File: config.mk
export PLATFORM = sky130hd
export DESIGN_NAME = acs_div
export DESIGN_NICKNAME = d
export VERILOG_FILES = /design/src/hdl/acs_pkg.sv /design/src/hdl/acs_div.sv
export SDC_FILE = /design/constraint.sdc
export NUM_CORES = 1
export LEC_CHECK = 0
export BUFFER_PORTS_ARGS = -buffer_cell sky130_fd_sc_hd__buf_2
export CAP_MARGIN = 10
export CORE_MARGIN = 10
export CORE_UTILIZATION = 35
export CTS_CLUSTER_SIZE = 14
export DETAILED_ROUTE_END_ITERATION = 6
export SYNTH_ARGS = -nofsm -noshare
export SYNTH_HDL_FRONTEND = slang
export SYNTH_SLANG_ARGS = --single-unit
File: constraint.sdc
create_clock -name aclk -period 2.8 [get_ports aclk]
set_input_delay 0.28 -clock aclk [delete_from_list [all_inputs] [get_ports aclk]]
set_output_delay 0.28 -clock aclk [all_outputs]
set_load 0.02 [all_outputs]
File: src/hdl/acs_pkg.sv
package acs_pkg;

    localparam int MEM_BYTES_DEF = 4096;
    localparam int ADDR_W        = 12;
    localparam int DATA_W        = 16;
    localparam logic [ADDR_W-1:0] SP_RESET = 12'hFFE;

    localparam logic [3:0] OP_JP  = 4'd0;
    localparam logic [3:0] OP_JZ  = 4'd1;
    localparam logic [3:0] OP_JN  = 4'd2;
    localparam logic [3:0] OP_LV  = 4'd3;
    localparam logic [3:0] OP_ADD = 4'd4;
    localparam logic [3:0] OP_SUB = 4'd5;
    localparam logic [3:0] OP_MUL = 4'd6;
    localparam logic [3:0] OP_DIV = 4'd7;
    localparam logic [3:0] OP_LD  = 4'd8;
    localparam logic [3:0] OP_MM  = 4'd9;
    localparam logic [3:0] OP_SC  = 4'd10;
    localparam logic [3:0] OP_RS  = 4'd11;
    localparam logic [3:0] OP_HM  = 4'd12;
    localparam logic [3:0] OP_GD  = 4'd13;
    localparam logic [3:0] OP_PD  = 4'd14;
    localparam logic [3:0] OP_OS  = 4'd15;

    localparam logic ITEM_LOAD = 1'b0;
    localparam logic ITEM_STEP = 1'b1;

    typedef struct packed {
        logic              opcode;
        logic [ADDR_W-1:0] address;
        logic [7:0]        load_byte;
        logic [DATA_W-1:0] input_word;
    } in_word_t;

    typedef struct packed {
        logic [ADDR_W-1:0] program_counter;
        logic [DATA_W-1:0] accumulator;
        logic              halted;
        logic              print_valid;
        logic              input_taken;
        logic              syscall_seen;
        logic              divide_fault;
    } out_word_t;

    // divider handshake
    typedef struct packed {
        logic              start;
        logic [DATA_W-1:0] dividend;
        logic [DATA_W-1:0] divisor;
    } div_req_t;

    typedef struct packed {
        logic              done;
        logic [DATA_W-1:0] quotient;
    } div_rsp_t;

endpackage

File: src/hdl/acs_div.sv
module acs_div (
    input  logic              aclk,
    input  logic              aresetn,
    input  acs_pkg::div_req_t req,
    output acs_pkg::div_rsp_t rsp
);
    import acs_pkg::*;

    localparam int CNT_W = $clog2(DATA_W + 1);

    logic [CNT_W-1:0]  cnt_reg,  cnt_next;
    logic              busy_reg, busy_next;
    logic              done_reg, done_next;
    logic [DATA_W-1:0] quo_reg,  quo_next;
    logic [DATA_W-1:0] rem_reg,  rem_next;
    logic [DATA_W-1:0] den_reg,  den_next;
    logic              neg_reg,  neg_next;
    logic [DATA_W:0]   trial;
    logic [DATA_W-1:0] a_abs;
    logic [DATA_W-1:0] b_abs;

    assign a_abs = req.dividend[DATA_W-1] ? (~req.dividend + DATA_W'(1)) : req.dividend;
    assign b_abs = req.divisor[DATA_W-1]  ? (~req.divisor + DATA_W'(1))  : req.divisor;
    assign trial = {rem_reg, quo_reg[DATA_W-1]} - {1'b0, den_reg};

    always_comb begin
        cnt_next  = cnt_reg;
        busy_next = busy_reg;
        done_next = 1'b0;
        quo_next  = quo_reg;
        rem_next  = rem_reg;
        den_next  = den_reg;
        neg_next  = neg_reg;
        if (req.start) begin
            busy_next = 1'b1;
            cnt_next  = CNT_W'(DATA_W);
            quo_next  = a_abs;
            rem_next  = '0;
            den_next  = b_abs;
            neg_next  = req.dividend[DATA_W-1] ^ req.divisor[DATA_W-1];
        end else if (busy_reg) begin
            // one restoring step per cycle; the remainder stays below the divisor
            if (!trial[DATA_W]) begin
                rem_next = trial[DATA_W-1:0];
                quo_next = {quo_reg[DATA_W-2:0], 1'b1};
            end else begin
                rem_next = {rem_reg[DATA_W-2:0], quo_reg[DATA_W-1]};
                quo_next = {quo_reg[DATA_W-2:0], 1'b0};
            end
            cnt_next = cnt_reg - CNT_W'(1);
            if (cnt_reg == CNT_W'(1)) begin
                busy_next = 1'b0;
                done_next = 1'b1;
            end
        end
    end

    always_ff @(posedge aclk) begin
        if (!aresetn) begin
            busy_reg <= 1'b0;
            done_reg <= 1'b0;
            cnt_reg  <= '0;
        end else begin
            busy_reg <= busy_next;
            done_reg <= done_next;
            cnt_reg  <= cnt_next;
        end
        quo_reg <= quo_next;
        rem_reg <= rem_next;
        den_reg <= den_next;
        neg_reg <= neg_next;
    end

    assign rsp.done     = done_reg;
    assign rsp.quotient = neg_reg ? (~quo_reg + DATA_W'(1)) : quo_reg;

endmodule

==> metrics.cfg, run 1 <==
[critical_path]
startpoint_type = flip-flop
required_ns = 3.01
endpoint_kind = flip-flop
r2r_cells = 11
path_class = reg2reg
r2r_slack_ns = 0.16
reg2reg_to = rem_reg[0]
critPathMaxFanout = 3
cp.arrival_ns = 2.85
r2r_start = quo_reg[15]

[floorplanning]
ioPinCount = 52
die_area_um2 = 15870
die_y_um = 126.0
die_w_um = 126.0
rows = 38
initial_core_util_pct = 35.95
core_area_um2 = 10940

[global_routing]
grt_pass1_vias = 3190
grt_max_degree = 37
grt_pass1_wl_um = 15270
antenna_found_initial = 0
track_usage_pct = 11.16
gr-total-overflow = 0

[hold_path]
hold_start = aresetn
holdPathEnd = cnt_reg[4]
hold_path.class = in2reg
holdPathStages = 2

[cts]
cts-htree-levels = 2
cts_inserted_buffers = 5
cts_root_buf = clkbuf_16
clk_pin_slew_ns = 0.07
cts.sinks = 56
clockBufferDepth = 2
tritoncts = yes
clk_latency_ns = 0.29
ctsHoldBuffers = 0

[yosys]
syn_inst = 443
synth_ff_type = edfxtp_1
netlist-cell-type-count = 52
synth-edff-count = 33
synth_nets = 500
post_synth.cell_area_avg_um2 = 8.874
synthArstFlopShare_pct = 0
synth_seq_cells = 56
netlist_area_um2 = 3931
synth_seq_area_share_pct = 36.92
yosys_warnings = 0

[timing]
worstMarginPinSlew_ns = 0.6724
hold_slack_ns = 0.2141
finClkSkew_ns = 0.006729
maxSlewHeadroom_pct = 55.12
finalHoldViolCount = 0
finalMaxSlewViolations = 0
worst_slack_ns = 0.1603
setup_viol = 0
period_minus_slack_ns = 2.640
min_period_over_period_pct = 94.28
fmax_ghz = 0.3788

[cells_and_area]
layout.cells.non_filler = 640
nets = 556
area_growth_pct = 17.25
drive_gt1_share_pct = 16.80
n_antenna_cell = 0
post-route-util_pct = 42.15

[placed_design]
post-place-ws_ns = -0.02025
io_buffers = 51
place_inst = 627
hpwl_um = 7119
globalplace.congestion = 0.8421

[route]
vias = 3309
vias_per_cell = 5.170
drtIter0Drc = 237
routed_wl_um = 9121
wl_per_cell_um = 14.25
ant_nets = 0
drc = 0
drtPass1Iterations = 5

[outcome]
status = completed

[power_and_ir_drop]
p_leak_nw = 1.842
vdd_ir_drop_max_mv = 0.3151
total_power_w = 0.002478
powerDensity_nw_per_um2 = 537.5

[run]
maxCapViolCount = 0

## timing repair
action | 4_1_cts | 5_1_grt
hold endpoints to repair | 0 | 0
setup endpoints to repair | 5 | 17
pin swaps | 0 | 3
gates resized for setup | 1 | 8
gates cloned | 0 | 0
buffers inserted | 0 | 5
## through the flow
stage	setup TNS, ns	cell area, um2
after floorplan	0	3931
final	0	4609
after global placement	0	4355
after global routing	-0.001326	4609
after CTS	0	4538
after detailed placement	-0.02599	4355
## cells in the final DEF (no fill, tap or decap), types with 5 or more instances in the layout
| cell | netlist | layout |
|---|---|---|
| clkbuf_16 | 0 | 7 |
| o31ai_1 | 12 | 12 |
| dfxtp_1 | 23 | 23 |
| o211ai_1 | 6 | 6 |
| o21ai_0 | 22 | 22 |
| nor2_1 | 46 | 46 |
| mux2i_1 | 9 | 9 |
| ha_1 | 21 | 21 |
| nand2_1 | 38 | 38 |
| nand3_1 | 6 | 6 |
| nand2b_1 | 12 | 11 |
| xnor2_1 | 38 | 38 |
| xor2_1 | 19 | 19 |
| nor3_1 | 8 | 8 |
| a21oi_1 | 32 | 31 |
| or3_1 | 5 | 5 |
| a211oi_1 | 11 | 10 |
| buf_2 | 2 | 51 |
| buf_4 | 2 | 11 |
| edfxtp_1 | 33 | 33 |
| nor4_1 | 6 | 6 |
| inv_1 | 31 | 31 |
## critical path, cell delays in order (launching register included)
cell and delay [ns]:
edfxtp_1 0.36, inv_1 0.07, ha_1 0.23, fa_2 0.35, nand2b_4 0.15, a21oi_2 0.19, o21a_2 0.16, o211ai_2 0.11
a221oi_4 0.27, buf_6 0.16, mux2_4 0.29, a211oi_1 0.21
## where the power goes
part | switching, W | internal (W) | total [W]
clock network | 0.000287 | 0.000442 | 0.000729
registers | 0.0000681 | 0.000960 | 0.00103
logic | 0.000413 | 0.000308 | 0.000721
## cell usage after synthesis (all sizes together), types with 3 or more instances
cell | count | area share [%]
a211oi | 11 | 2.1
a21o | 3 | 0.57
a21oi | 32 | 4.1
and3 | 4 | 0.64
buf | 7 | 1.1
clkbuf | 10 | 0.95
dfxtp | 23 | 12
edfxtp | 33 | 25
ha | 21 | 6.7
inv | 31 | 3.0
mux2i | 9 | 2.3
nand2 | 38 | 3.6
nand2b | 12 | 1.9
nand3 | 6 | 0.76
nand4 | 4 | 0.64
nor2 | 46 | 4.4
nor2b | 3 | 0.48
nor3 | 8 | 1.0
nor4 | 6 | 0.95
o211ai | 7 | 1.5
o21ai | 22 | 2.8
o31ai | 12 | 2.3
o41ai | 4 | 0.89
or3 | 5 | 0.80
or4 | 4 | 0.76
xnor2 | 38 | 8.5
xor2 | 19 | 4.2
## final cells by class
type | instances | area, um2
Clock buffer | 8 | 178.9
Timing Repair Buffer | 66 | 382.9
Fill cell | 1100 | 6326
Multi-Input combinational cell | 339 | 2305
Inverter | 31 | 116.4
Sequential cell | 56 | 1451
Tap cell | 140 | 175.2
## worst max path at each step
stage | start | endpoint | cells past startpoint | slack (ns)
after detailed placement | quo_reg[15] | rem_reg[9] | 11 | -0.02
after CTS | quo_reg[15] | rem_reg[9] | 11 | 0.03
after floorplan | quo_reg[15] | rem_reg[0] | 10 | 0.12
final | quo_reg[15] | rem_reg[0] | 11 | 0.16
after global placement | quo_reg[15] | rem_reg[0] | 10 | 0.11
after global routing | quo_reg[15] | rem_reg[0] | 11 | -0.001
## logic make-up (layout without fill, tap and decap cells)
family / count (synthesis) / count (layout) / share of synthesized area (%)
AO/OA/AOI/OAI: 106 / 106 / 17.86
XOR/XNOR: 57 / 57 / 12.70
flip-flops: 56 / 56 / 36.92
buffers and inverters: 48 / 105 / 5.029
adder cells (fa/ha/maj): 22 / 22 / 7.193
AND/OR/NAND/NOR: 143 / 143 / 17.44
multiplexers: 11 / 11 / 2.864
## layer usage
| layer | vias up | track usage, % | wire length, um | share of wire, % |
|---|---|---|---|---|
| li1 | 1698 | - | - | - |
| met1 | 1533 | 14.64 | 4441 | 49 |
| met2 | 74 | 18.17 | 4136 | 45 |
| met3 | 4 | 2.475 | 471 | 5.2 |
| met4 | 0 | 2.679 | 70 | 0.77 |
| met5 | - | 0 | 0 | 0 |
No activity file was read; power rests on OpenSTA's default activity.
==> inputs of run 2 (changes only) <==
- CTS_BUF_LIST: unset -> sky130_fd_sc_hd__clkbuf_16
==> metrics.cfg, run 2 (same netlist as run 1, synthesis figures left out) <==
[hold_path]
hold_path.class = in2reg
holdPathStages = 2

[cells_and_area]
area_growth_pct = 17.25
most-common-layout-cells = buf_2 (51), nor2_1 (46), nand2_1 (38), xnor2_1 (38), edfxtp_1 (33)
n_fill_cell = 1100
drive_gt1_share_pct = 16.80
final-seq-area_um2 = 1451
multi_input_area_um2 = 2305
nets = 556
n_antenna_cell = 0
final_common_cell = buf_2

[power_and_ir_drop]
p_leak_nw = 1.847
powerDensity_nw_per_um2 = 536.8
vdd_ir_drop_max_mv = 0.3151

[floorplanning]
die_w_um = 126.0
initial_core_util_pct = 35.95
ioPinCount = 52
rows = 38
core_area_um2 = 10940
die_y_um = 126.0
die_area_um2 = 15870

[route]
drc = 0
routed_wl_um = 9121
ant_nets = 0
drtIter0Drc = 237
vias = 3309
wl_per_cell_um = 14.25
vias_per_cell = 5.170
drtPass1Iterations = 5

[global_routing]
gr-total-overflow = 0
grt_pass1_wl_um = 15270
track_usage_pct = 11.16
grt_pass1_vias = 3190
grt_max_degree = 37
antenna_found_initial = 0

[timing]
setup_viol = 0
maxSlewHeadroom_pct = 55.12
period_minus_slack_ns = 2.640
finClkSkew_ns = 0.006932
finalHoldViolCount = 0
setup_tns_ns = 0
worst_slack_ns = 0.1603
finalMaxSlewViolations = 0
fmax_ghz = 0.3788
min_period_over_period_pct = 94.28
worstMarginPinSlew_ns = 0.6724

[critical_path]
endpoint_kind = flip-flop
cp.arrival_ns = 2.85
r2r_cells = 11
crit_cells = 11
path_class = reg2reg
path_cells = inv_1, ha_1, fa_2, nand2b_4, a21oi_2, o21a_2, o211ai_2, a221oi_4, buf_6, mux2_4, a211oi_1
critPathMaxFanout = 3
startpoint_type = flip-flop
max_stage_delay_ns = 0.36
slowest_stage = edfxtp_1
critPathTopFamily = compound AO/OA/AOI/OAI gates
path_buf_inv = 2
required_ns = 3.01

[cts]
ctsHoldBuffers = 0
clockBufferDepth = 2
clk_pin_slew_ns = 0.07
clk_latency_ns = 0.29
cts-htree-levels = 2
cts_root_buf = clkbuf_16
tritoncts = yes
cts_inserted_buffers = 5
cts.sinks = 56

[outcome]
status = completed

[placed_design]
hpwl_um = 7119
globalplace.congestion = 0.8421
post-place-ws_ns = -0.02025
io_buffers = 51

[run]
maxCapViolCount = 0

[run 2: metrics by stage]
step	hold WS, ns	area [um2]	power, W	utilization, %	std cells
5_1_grt	0.2240	4609	0.002622	42.15	640
3_5_place_dp	0.5033	4355	0.001747	39.83	627
3_3_place_gp	0.4857	4355	0.001730	39.83	627
6_report	0.2141	4609	0.002474	42.15	640
4_1_cts	0.2124	4538	0.002481	41.50	635
2_1_floorplan	0.3789	3931	0.001535	-	443
[run 2: final cells by class]
class / count / area share (%)
Clock buffer: 7 / 3.800
Clock inverter: 1 / 0.08143
Inverter: 31 / 2.524
Tap cell: 140 / 3.800
Timing Repair Buffer: 66 / 8.306
Sequential cell: 56 / 31.49
Multi-Input combinational cell: 339 / 50.00
[run 2: what timing repair did]
action	CTS	global route
endpoints found under the setup margin	5	17
resized for setup	1	8
pin swaps	0	3
buffers inserted	0	5
[run 2: report_power, final]
group / internal, W / switching (W) / leakage, nW
Sequential: 0.000960 / 0.0000681 / 0.513
Clock: 0.000438 / 0.000287 / 0.0916
Combinational: 0.000308 / 0.000413 / 1.24
Total: 0.00171 / 0.000768 / 1.85
[run 2: layer usage]
| metal | wire, um | GRT usage, % |
|---|---|---|
| met2 | 4136 | 18.17 |
| met5 | 0 | 0 |
| met1 | 4442 | 14.64 |
| met3 | 471 | 2.475 |
| met4 | 70 | 2.679 |
[run 2: final timing paths]
kind | start | end | slack, ns
worst max-delay path | quo_reg[15] | rem_reg[0] | 0.16
worst min-delay path | aresetn | cnt_reg[4] | 0.21
worst max register to register | quo_reg[15] | rem_reg[0] | 0.16
worst min register to register | cnt_reg[1] | cnt_reg[1] | 0.52
==> inputs of run 3 (changes only) <==
- MAX_ROUTING_LAYER: unset -> met4
==> metrics.cfg, run 3 (same netlist as run 1, synthesis figures left out) <==
[cells_and_area]
n_antenna_cell = 0
nets = 556
drive_gt1_share_pct = 16.80
area_growth_pct = 17.25
most-common-layout-cells = buf_2 (51), nor2_1 (46), nand2_1 (38), xnor2_1 (38), edfxtp_1 (33)
final_common_cell = buf_2
n_fill_cell = 1100

[timing]
worstMarginPinSlew_ns = 0.6727
hold_slack_ns = 0.2141
worst_slack_ns = 0.1569
finalHoldViolCount = 0
fmax_ghz = 0.3783
finClkSkew_ns = 0.005346
min_period_over_period_pct = 94.40
period_minus_slack_ns = 2.643
maxSlewHeadroom_pct = 55.10
finalMaxSlewViolations = 0
setup_viol = 0

[global_routing]
grt_max_degree = 37
grt_pass1_wl_um = 15280
antenna_found_initial = 0
track_usage_pct = 11.48
grt_pass1_vias = 3190
gr-total-overflow = 0

[power_and_ir_drop]
total_power_w = 0.002472
p_leak_nw = 1.847
vdd_ir_drop_max_mv = 0.3149
powerDensity_nw_per_um2 = 536.3

[critical_path]
path_cells = inv_1, ha_1, fa_2, nand2b_4, a21oi_2, o21a_2, o211ai_2, a221oi_4, buf_6, mux2_4, a211oi_1
critPathTopFamily = compound AO/OA/AOI/OAI gates
slowest_stage = edfxtp_1
required_ns = 3.01
critPathMaxFanout = 3
startpoint_type = flip-flop
endpoint_kind = flip-flop
path_class = reg2reg
max_stage_delay_ns = 0.36
path_buf_inv = 2
cp.arrival_ns = 2.85

[placed_design]
io_buffers = 51
post-place-ws_ns = -0.02025
globalplace.congestion = 0.8552
hpwl_um = 7119

[cts]
ctsHoldBuffers = 0
cts.sinks = 56
clk_pin_slew_ns = 0.07
cts_root_buf = clkbuf_16
tritoncts = yes
cts_inserted_buffers = 5
cts-htree-levels = 2
clk_latency_ns = 0.29
clockBufferDepth = 2

[floorplanning]
die_y_um = 126.0
ioPinCount = 52
die_area_um2 = 15870
rows = 38
initial_core_util_pct = 35.95
core_area_um2 = 10940
die_w_um = 126.0

[outcome]
status = completed

[route]
wl_per_cell_um = 14.22
drtPass1Iterations = 5
ant_nets = 0
vias = 3306
vias_per_cell = 5.166
routed_wl_um = 9098
drc = 0
drtIter0Drc = 235

[run]
maxCapViolCount = 0

[hold_path]
hold_path.class = in2reg

## run 3: cell counts in the layout (fill, tap and decap cells not counted)
No cell type changed its count.
## run 3: metrics by stage
step | instances | setup TNS, ns | util, % | instance area [um2]
finish | 640 | 0 | 42.15 | 4609
global route | 640 | -0.001225 | 42.15 | 4609
CTS | 635 | 0 | 41.50 | 4538
detailed placement | 627 | -0.02599 | 39.83 | 4355
global placement | 627 | 0 | 39.83 | 4355
floorplan | 443 | 0 | - | 3931
## run 3: what timing repair did
item                                    CTS  global route
pin swaps                                 0             3
endpoints found under the setup margin    5            17
resized for setup                         1             8
setup buffers                             0             5
## run 3: worst reg2reg max path, stage by stage (launching register included)
cell      delay, ns
edfxtp_1       0.36
inv_1          0.07
ha_1           0.23
fa_2           0.35
nand2b_4       0.15
a21oi_2        0.19
o21a_2         0.17
o211ai_2       0.11
a221oi_4       0.27
buf_6          0.16
mux2_4         0.29
a211oi_1       0.21
## run 3: final timing paths
path	start	endpoint	slack (ns)	cells past startpoint
setup / recovery	quo_reg[15]	rem_reg[0]	0.16	11
hold / removal	aresetn	cnt_reg[4]	0.21	2
setup reg to reg	quo_reg[15]	rem_reg[0]	0.16	11
hold reg to reg	cnt_reg[1]	cnt_reg[1]	0.52	2
## run 3: cell type report
class                      instances  area [um2]  share of cell area [%]
inverter                          31       116.4                   2.524
sequential                        56        1451                   31.49
tap                              140       175.2                   3.800
multi-input combinational        339        2305                   50.00
timing repair buffer              66       382.9                   8.306
clock inverter                     1       3.754                 0.08143
clock buffer                       7       175.2                   3.800
## run 3: power by group
group	total, W	internal, W	switching, W	leakage, nW
Sequential	0.00103	0.000960	0.0000682	0.513
Clock	0.000723	0.000438	0.000285	0.0916
Combinational	0.000721	0.000308	0.000413	1.24
## run 3: metal layers
layer  vias up  part of all wire, %  global-route usage, %
met5         -                    0                      -
li1       1698                    -                      -
met3         6                  5.3                  2.433
met4         0                 0.90                  2.679
met1      1527                   48                  14.69
met2        75                   46                  18.14
